### src/sv/interarrival_jitter_stats_core_macros.svh
// Assertion macros shared by the interarrival jitter statistics RTL.
`ifndef INTERARRIVAL_JITTER_STATS_CORE_MACROS_SVH
`define INTERARRIVAL_JITTER_STATS_CORE_MACROS_SVH

// Same-cycle implication, sampled on clk and disabled while rst_n is low.
`define IJS_ASSERT_IMP(lbl, ante, cons, msg) \
  lbl: assert property (@(posedge clk) disable iff (!rst_n) (ante) |-> (cons)) \
    else $error(msg);

// Next-cycle implication, sampled on clk and disabled while rst_n is low.
`define IJS_ASSERT_NXT(lbl, ante, cons, msg) \
  lbl: assert property (@(posedge clk) disable iff (!rst_n) (ante) |=> (cons)) \
    else $error(msg);

`endif

### src/sv/ijs_pkg.sv
// Shared types and constants for the interarrival jitter statistics block.
`timescale 1ns / 1ps

package ijs_pkg;

  localparam int TS_W      = 64;
  localparam int CNT_W     = 32;
  localparam int IV_W      = 32;
  localparam int FRAC_BITS = 4;
  localparam int FIX_W     = IV_W + FRAC_BITS;
  localparam int JIT_SHIFT = 4;
  localparam int LO_W      = IV_W + CNT_W + 1;
  localparam int SUM_W     = FIX_W + CNT_W + 1;
  localparam int DIV_STEPS = FIX_W;
  localparam int DIV_CNT_W = $clog2(DIV_STEPS);

  typedef struct packed {
    logic [TS_W-1:0]  recv_time_ns;
    logic [CNT_W-1:0] count_for_average;
  } ijs_in_t;

  typedef struct packed {
    logic             stats_valid;
    logic [IV_W-1:0]  last_interval;
    logic [FIX_W-1:0] average_interval;
    logic [IV_W-1:0]  min_interval;
    logic [IV_W-1:0]  max_interval;
    logic [FIX_W-1:0] jitter_estimate;
  } ijs_out_t;

  // Commands from the controller to the datapath.
  typedef struct packed {
    logic load_in;
    logic calc_iv;
    logic mul_lo;
    logic mul_hi;
    logic div_load;
    logic div_step;
    logic div_last;
    logic out_load;
  } ijs_cmd_t;

  // Status from the datapath to the controller.
  typedef struct packed {
    logic armed;
    logic out_free;
  } ijs_status_t;

endpackage

### src/sv/interarrival_jitter_stats_core.sv
// Top level of the interarrival jitter statistics block.
//
//   Channel | Ports                          | Carries
//   --------+--------------------------------+-------------------------------------
//   input   | in_valid, in_stall, in_data    | receive timestamp and averaging count
//   output  | out_valid, out_stall, out_data | interval, average, min, max, jitter
//
// A measured request passes these steps from acceptance to its result being registered:
// interval, low and high multiply, a sum, 36 restoring divide steps and the result load.
// An arming request goes from the interval step straight to the result load.
// One request is in flight at a time; the next is taken in the cycle after the result load.
// A stalled output holds the result register; the next request is still accepted, but its result load waits for it.
// Reset clears the timestamp (unarmed), average, jitter, maximum and sets minimum to ones.
`timescale 1ns / 1ps
`include "interarrival_jitter_stats_core_macros.svh"

module interarrival_jitter_stats_core (
  input  logic              clk,
  input  logic              rst_n,
  input  logic              in_valid,
  output logic              in_stall,
  input  ijs_pkg::ijs_in_t  in_data,
  output logic              out_valid,
  input  logic              out_stall,
  output ijs_pkg::ijs_out_t out_data
);
  import ijs_pkg::*;

  ijs_cmd_t    cmd;
  ijs_status_t st;

  ijs_ctrl u_ctrl (
    .clk      (clk),
    .rst_n    (rst_n),
    .in_valid (in_valid),
    .in_stall (in_stall),
    .st       (st),
    .cmd      (cmd)
  );

  ijs_dp u_dp (
    .clk       (clk),
    .rst_n     (rst_n),
    .in_data   (in_data),
    .cmd       (cmd),
    .st        (st),
    .out_stall (out_stall),
    .out_valid (out_valid),
    .out_data  (out_data)
  );

  `IJS_ASSERT_NXT(a_one_in_flight, in_valid && !in_stall, in_stall, "request accepted while busy")
  `IJS_ASSERT_IMP(a_min_last_max, out_valid && out_data.stats_valid, out_data.min_interval <= out_data.last_interval && out_data.last_interval <= out_data.max_interval, "interval outside min/max")
  `IJS_ASSERT_IMP(a_avg_bound, out_valid, out_data.average_interval[FIX_W-1:FRAC_BITS] <= out_data.max_interval, "average above maximum")

endmodule

### src/sv/ijs_ctrl.sv
// Sequencing state machine for the interarrival jitter statistics block.
`timescale 1ns / 1ps

module ijs_ctrl (
  input  logic               clk,
  input  logic               rst_n,
  input  logic               in_valid,
  output logic               in_stall,
  input  ijs_pkg::ijs_status_t st,
  output ijs_pkg::ijs_cmd_t    cmd
);
  import ijs_pkg::*;

  typedef enum logic [6:0] {
    S_IDLE  = 7'b0000001,
    S_INTV  = 7'b0000010,
    S_MULLO = 7'b0000100,
    S_MULHI = 7'b0001000,
    S_ADD   = 7'b0010000,
    S_DIV   = 7'b0100000,
    S_OUT   = 7'b1000000
  } ijs_state_t;

  ijs_state_t           state_r, state_nxt;
  logic [DIV_CNT_W-1:0] cnt_r, cnt_nxt;

  assign in_stall = (state_r != S_IDLE);

  always_comb begin
    state_nxt = state_r;
    cnt_nxt   = cnt_r;
    cmd       = '0;
    unique case (state_r)
      S_IDLE: begin
        if (in_valid) begin
          cmd.load_in = 1'b1;
          state_nxt   = S_INTV;
        end
      end
      S_INTV: begin
        cmd.calc_iv = 1'b1;
        state_nxt   = st.armed ? S_MULLO : S_OUT;
      end
      S_MULLO: begin
        cmd.mul_lo = 1'b1;
        state_nxt  = S_MULHI;
      end
      S_MULHI: begin
        cmd.mul_hi = 1'b1;
        state_nxt  = S_ADD;
      end
      S_ADD: begin
        cmd.div_load = 1'b1;
        cnt_nxt      = '0;
        state_nxt    = S_DIV;
      end
      S_DIV: begin
        cmd.div_step = 1'b1;
        cnt_nxt      = cnt_r + 1'b1;
        if (cnt_r == DIV_CNT_W'(DIV_STEPS - 1)) begin
          cmd.div_last = 1'b1;
          state_nxt    = S_OUT;
        end
      end
      S_OUT: begin
        if (st.out_free) begin
          cmd.out_load = 1'b1;
          state_nxt    = S_IDLE;
        end
      end
      default: begin
        state_nxt = S_IDLE;
      end
    endcase
  end

  always_ff @(posedge clk) begin
    if (!rst_n) begin
      state_r <= S_IDLE;
      cnt_r   <= '0;
    end else begin
      state_r <= state_nxt;
      cnt_r   <= cnt_nxt;
    end
  end

endmodule

### src/sv/ijs_dp.sv
// Datapath: interval, min/max, jitter, running average divider and result register.
`timescale 1ns / 1ps

module ijs_dp (
  input  logic                 clk,
  input  logic                 rst_n,
  input  ijs_pkg::ijs_in_t     in_data,
  input  ijs_pkg::ijs_cmd_t    cmd,
  output ijs_pkg::ijs_status_t st,
  input  logic                 out_stall,
  output logic                 out_valid,
  output ijs_pkg::ijs_out_t    out_data
);
  import ijs_pkg::*;

  // Architectural state.
  logic [TS_W-1:0]  prev_r;
  logic [FIX_W-1:0] avg_r;
  logic [IV_W-1:0]  min_r;
  logic [IV_W-1:0]  max_r;
  logic [FIX_W-1:0] jit_r;
  logic [IV_W-1:0]  iv_r;
  logic             out_valid_r;

  // Working registers for the request in flight.
  logic [TS_W-1:0]  time_r;
  logic [CNT_W-1:0] n_r;
  logic             meas_r;
  logic [FIX_W-1:0] dev_r;
  logic [LO_W-1:0]  lo_r;
  logic [FIX_W-1:0] hi_r;
  logic [CNT_W-1:0] rem_r;
  logic [FIX_W-1:0] quo_r;
  ijs_out_t         out_data_r;

  logic [TS_W-1:0]  diff_w;
  logic [IV_W-1:0]  iv_nxt;
  logic [FIX_W-1:0] x_w;
  logic [FIX_W-1:0] dev_nxt;
  logic [FIX_W-1:0] jit_nxt;
  logic [FIX_W:0]   down_w;
  logic [CNT_W-1:0] m_w;
  logic [2*CNT_W-1:0] plo_w;
  logic [FIX_W-1:0] phi_w;
  logic [SUM_W-1:0] sum_w;
  logic [CNT_W:0]   trial_w;
  logic             ge_w;
  logic [FIX_W-1:0] quo_nxt;

  assign st.armed    = (prev_r != '0);
  assign st.out_free = !out_valid_r || !out_stall;

  // A timestamp that goes backwards gives a zero interval; large gaps saturate.
  assign diff_w = time_r - prev_r;
  always_comb begin
    if (time_r < prev_r) begin
      iv_nxt = '0;
    end else if (diff_w[TS_W-1:IV_W] != '0) begin
      iv_nxt = '1;
    end else begin
      iv_nxt = diff_w[IV_W-1:0];
    end
  end

  assign x_w     = {iv_r, {FRAC_BITS{1'b0}}};
  assign dev_nxt = (x_w >= jit_r) ? (x_w - jit_r) : (jit_r - x_w);

  // The downward step rounds toward minus infinity, so it is a ceiling of the magnitude.
  assign down_w = {1'b0, jit_r - dev_r} + (FIX_W + 1)'((1 << JIT_SHIFT) - 1);
  always_comb begin
    if (dev_r >= jit_r) begin
      jit_nxt = jit_r + ((dev_r - jit_r) >> JIT_SHIFT);
    end else begin
      jit_nxt = jit_r - FIX_W'(down_w >> JIT_SHIFT);
    end
  end

  assign m_w   = n_r - 1'b1;
  assign plo_w = (2*CNT_W)'(avg_r[IV_W-1:0]) * (2*CNT_W)'(m_w);
  assign phi_w = FIX_W'(avg_r[FIX_W-1:IV_W]) * FIX_W'(m_w);
  assign sum_w = SUM_W'({hi_r, {IV_W{1'b0}}}) + SUM_W'(lo_r);

  // Restoring division; the partial remainder always stays below n.
  assign trial_w = {rem_r, quo_r[FIX_W-1]};
  assign ge_w    = (trial_w >= {1'b0, n_r});
  assign quo_nxt = {quo_r[FIX_W-2:0], ge_w};

  always_ff @(posedge clk) begin
    if (!rst_n) begin
      prev_r      <= '0;
      avg_r       <= '0;
      min_r       <= '1;
      max_r       <= '0;
      jit_r       <= '0;
      iv_r        <= '0;
      out_valid_r <= 1'b0;
    end else begin
      if (cmd.calc_iv) begin
        prev_r <= time_r;
        if (st.armed) begin
          iv_r <= iv_nxt;
        end
      end
      if (cmd.mul_lo) begin
        if (iv_r < min_r) begin
          min_r <= iv_r;
        end
        if (iv_r > max_r) begin
          max_r <= iv_r;
        end
      end
      if (cmd.mul_hi) begin
        jit_r <= jit_nxt;
      end
      if (cmd.div_last) begin
        avg_r <= quo_nxt;
      end
      if (cmd.out_load) begin
        out_valid_r <= 1'b1;
      end else if (!out_stall) begin
        out_valid_r <= 1'b0;
      end
    end
  end

  always_ff @(posedge clk) begin
    if (cmd.load_in) begin
      time_r <= in_data.recv_time_ns;
      n_r    <= (in_data.count_for_average == '0) ? CNT_W'(1) : in_data.count_for_average;
    end
    if (cmd.calc_iv) begin
      meas_r <= st.armed;
    end
    if (cmd.mul_lo) begin
      dev_r <= dev_nxt;
      lo_r  <= LO_W'(plo_w);
    end
    if (cmd.mul_hi) begin
      hi_r <= phi_w;
      lo_r <= lo_r + LO_W'(x_w);
    end
    if (cmd.div_load) begin
      rem_r <= sum_w[SUM_W-2:FIX_W];
      quo_r <= sum_w[FIX_W-1:0];
    end
    if (cmd.div_step) begin
      rem_r <= ge_w ? CNT_W'(trial_w - {1'b0, n_r}) : trial_w[CNT_W-1:0];
      quo_r <= quo_nxt;
    end
    if (cmd.out_load) begin
      out_data_r.stats_valid      <= meas_r;
      out_data_r.last_interval    <= iv_r;
      out_data_r.average_interval <= avg_r;
      out_data_r.min_interval     <= min_r;
      out_data_r.max_interval     <= max_r;
      out_data_r.jitter_estimate  <= jit_r;
    end
  end

  assign out_valid = out_valid_r;
  assign out_data  = out_data_r;

endmodule

### config.mk
export PLATFORM = sky130hd
export DESIGN_NAME = interarrival_jitter_stats_core
export DESIGN_NICKNAME = d
export VERILOG_FILES = /design/src/sv/ijs_pkg.sv /design/src/sv/interarrival_jitter_stats_core.sv /design/src/sv/ijs_ctrl.sv /design/src/sv/ijs_dp.sv
export VERILOG_INCLUDE_DIRS = /design/src /design/src/sv
export SDC_FILE = /design/constraint.sdc
export NUM_CORES = 2
export LEC_CHECK = 0
export BUFFER_PORTS_ARGS = -buffer_cell sky130_fd_sc_hd__buf_2
export CORE_MARGIN = 2
export CORE_UTILIZATION = 30
export DETAILED_ROUTE_END_ITERATION = 10
export PLACE_DENSITY_LB_ADDON = 0.2
export SETUP_SLACK_MARGIN = 0.02
export SYNTH_ARGS = -nofsm -noshare
export SYNTH_HDL_FRONTEND = slang
export SYNTH_HIERARCHICAL = 1
export SYNTH_SLANG_ARGS = --single-unit
export TNS_END_PERCENT = 30
### constraint.sdc
create_clock -name clk -period 24.1 [get_ports clk]
set_input_delay 4.82 -clock clk [delete_from_list [all_inputs] [get_ports clk]]
set_output_delay 4.82 -clock clk [all_outputs]
set_load 0.02 [all_outputs]
==> metrics.sh <==
FINALCRITPERIODSHARE_PCT=48.1
NUMBER_OF_SYNTHESIZED_REGISTER_BITS=717
DRTPASS1ITERATIONS=6
PLACE.GP.CONGESTION=0.933
POST-SYNTH-TOP-AREA-CELL='fa_1'
IO_BUFFERS=270
FINAL_ANTENNA_NET_COUNT=0
SYNTH.CELL_AREA_UM2=84200
REG2REG_TO='u_dp/lo_r[62]'
STD_CELL_CORE_AREA_UM2=279000
FP.DIEAREA_UM2=285000
MIN-DELAY-PATH-CLASS='register to register'
POWER_LEAKAGE_nW=42.5
REPORT.FINAL.SLEW_VIOL_COUNT=0
TIMING.SLEW.HEADROOM_PCT=23.1
DRT-VIAS-PER-INSTANCE=5.05
WORST-ENDPOINT-REQUIRED_NS=24.54
DRV.MAX_CAP_VIOLATION_COUNT=0
SETUP_TOTAL_NEGATIVE_SLACK_NS=0
FMAX_MHz=86.3
CRIT_BUF_INV=6
SETUP-VIOLATIONS-FINAL=0
DRIVE_GT1_SHARE_PCT=7.75
CTSRESIZECOUNT=0
GRT_ANTENNA_BEFORE_REPAIR=17
TRITONCTS.NUM_BUFFERS=94
YS_SEQ_AREA_SHARE_PCT=22.7
GRT_START_MAX_NET_PINS=148
INITIAL_CORE_UTIL_PCT=30.1
CHIPHEIGHT_UM=534
PROPORTION_OF_SYNTHESIZED_FLIP_FLOPS_HAVING_ASYNCHRONOUS_SET_OR_RESET_PCT=0
CTS.HTREE.LEVELS=3
TIMING.CRITICAL_PATH.FROM_TYPE='register'
ROUTE.DETAILED.WL_PER_INST_UM=21.8
YS_TOP_CELLS_BY_COUNT='inv_1 (1,376), nand2_1 (992), fa_1 (963)'
IRDROPWORSTVDD_mV=0.0496
WORST_SLEW_PIN_SLEW_NS=1.15
PLACEMENT_ROWS=194
POST_CTS_HOLD_BUFFER_COUNT=0
SHARE_OF_THE_SYNTHESIZED_AREA_IN_THE_TOP_CELL_TYPE_PCT=22.9
IO_PINS=271
DRT_DRC_VIOLATIONS_LEFT=0
GLOBALROUTETOTALUTIL_PCT=19.9
FIN_TOTAL_PWR_mW=3.63
SETUP_CRIT_START='u_dp/n_r[2]'
GRT_REMAINING_OVERFLOW=0
POSTSYNTHAREAPERCELL_UM2=9.12
SYNTH_EDF_COUNT=471
CRIT-REG2REG-LAUNCH='u_dp/n_r[2]'
WORST_SLACK_NS=12.51
DRTITER0DRC=4215
VIAS=66079
CLOCK_SKEW_NS=0.0537
NUMBER_OF_SETUP_BUFFERS_ADDED_AFTER_CTS=0
SYNTH-MAIN-FF-CELL='edfxtp_1'
CTS_NUM_SINKS=717
POST_SYNTH_INST_COUNT=9227
DETAIL_ROUTE.WIRELENGTH_UM=285000
FILL_CELLS=29197
CRIT_PATH_MAX_CELL_DELAY_NS=0.63
CRIT_PATH_END='u_dp/lo_r[62]'
R2R_SETUP_SLK_NS=12.51
CLKSLEWWORSTSETUPHOLDPATHS_NS=0.06
FINAL_NET_COUNT=11034
POST-ROUTE-CELL-AREA_UM2=92900
POST_SYNTH_MAIN_AREA_CONTRIBUTORS='fa_1 (23%), edfxtp_1 (17%), ha_1 (10%)'
INSERTION_DELAY_NS=0.75
TIMING.HOLD.WS_NS=0.451
SYNTHMOSTINSTANTIATEDCELL='inv_1'
SYNTH.NET_COUNT=10989
POWER_DENSITY_nW_PER_UM2=39.1
PLACEDINSTANCEAREA_UM2=89700
TIMING.CRITICAL_PATH.DEPTH=34
FINAL-INSTANCE-COUNT-EXCL-FILL=13081
CLOCKBUFFERDEPTH=3
VIA_COUNT_OF_THE_FIRST_GLOBAL_ROUTING_PASS=68561
TIMING.SETUP.CRITICAL_PATH_CLASS='register to register'
FIN_CRIT_PERIOD_NS=11.59
CRIT_PATH_TOP_DELAY_CELL='nor4_1'
WORST_R2R_PATH_DEPTH=34
SYNTH.DISTINCT_CELLS=129
RSZ_0062_RAISED_AFTER_GLOBAL_ROUTING='no'
TIMING_HOLD_VIOLATIONS_FINAL=0
TRITONCTS='done'
CRITICAL_PATH_PEAK_FANOUT=36
POST-DP-HPWL_UM=215000
OUTCOME='finished clean'
CPLARGESTDELAYFAMILY='adder cells'
DIE_W_UM=534
WORSTPATHARRIVAL_NS=12.03
POST-ROUTE-UTIL_PCT=33.3
SYNTH-WARNING-COUNT=6
WORST_PATH_MOST_REPEATED_CELL='fa_1'
GRT_FIRST_PASS_WIRELENGTH_UM=436000
PRE_CTS_WS_NS=12.66
PLACED_CELLS=12900
CRIT_PATH_END_KIND='register'
FLOW.AREA_GROWTH_FROM_SYNTHESIS_PCT=10.4
CLOCK_TREE.ROOT_CELL='clkbuf_16'
## final cells by class
type                    instances  area [um^2]  share of cell area, %
multi-input cells            6682        58500                   63.0
flip-flops and latches        717        19100                   20.5
inverters                    1379         5180                   5.58
well taps                    3724         4660                   5.02
clock buffers                 115         2480                   2.67
repair buffers                398         2330                   2.51
clock inverters                61          663                  0.714
diodes                          5         12.5                 0.0135
## registers in the layout, indices dropped and copies added (netlist names)
name and flops:
u_dp/out_data 169, u_dp/lo_r 65, u_dp/prev_r 64, u_dp/time_r 64, u_dp/avg_r 36, u_dp/dev_r 36, u_dp/hi_r 36, u_dp/jit_r 36
u_dp/quo_r 36, u_dp/iv_r 32, u_dp/max_r 32, u_dp/min_r 32, u_dp/n_r 32, u_dp/rem_r 32, u_ctrl/state_r 7, u_ctrl/cnt_r 6
u_dp/meas_r 1, u_dp/out_valid 1
## routing by layer
| metal | track usage, % | up-vias | wire length [um] |
|---|---|---|---|
| met5 | 0 | - | 27 |
| met4 | 5.45 | 4 | 8370 |
| met3 | 2.33 | 336 | 14600 |
| met2 | 32.9 | 1732 | 134000 |
| met1 | 27.4 | 33474 | 129000 |
| li1 | - | 30533 | - |
## cells in the final DEF (no fill, tap or decap), types with 51 or more instances in the layout
cell / count
xor2_1: 136
o21ai_0: 270
nor2_1: 536
nand2b_1: 71
nor3_1: 95
ha_1: 699
nand3_1: 197
and3_1: 61
a21o_1: 268
dfxtp_1: 245
nor4_1: 51
nand4_1: 89
fa_1: 963
nor2b_1: 115
or3_1: 53
clkbuf_16: 94
buf_4: 125
a21oi_1: 465
o21bai_1: 75
edfxtp_1: 471
and2_1: 412
buf_2: 271
xnor2_1: 248
o21a_1: 75
mux2i_1: 191
nand2_1: 992
inv_1: 1374
## where the power goes
part | leakage (nW) | switching [mW] | internal [mW]
registers | 6.37 | 0.0366 | 1.36
logic | 34.6 | 0.525 | 0.248
clock network | 1.53 | 0.629 | 0.836
total | 42.5 | 1.19 | 2.44
## how the worst min path moves through the flow
stage | cells after the start | to | slack [ns] | startpoint
floorplan | 0 | u_dp/out_data[168] | 0.40 | u_dp/meas_r
global placement | 0 | u_dp/out_data[168] | 0.43 | u_dp/meas_r
detailed placement | 0 | u_dp/out_data[168] | 0.44 | u_dp/meas_r
CTS | 0 | u_dp/out_data[76] | 0.44 | u_dp/min_r[8]
global route | 0 | u_dp/out_data[72] | 0.44 | u_dp/min_r[4]
finish | 0 | u_dp/out_data[168] | 0.45 | u_dp/meas_r
## kinds of logic (layout without fill, tap and decap cells)
kind of cell,after synthesis,after routing,synth area share (%)
flops,717,717,22.7
simple gates,2792,2792,16.1
compound gates,1572,1572,12.4
buf+inv,1828,1953,8.27
other cells,0,5,0
xor+xnor,415,415,4.34
mux,241,241,2.96
fa+ha+maj,1662,1662,33.3
Power figures use the tool's default switching activity.
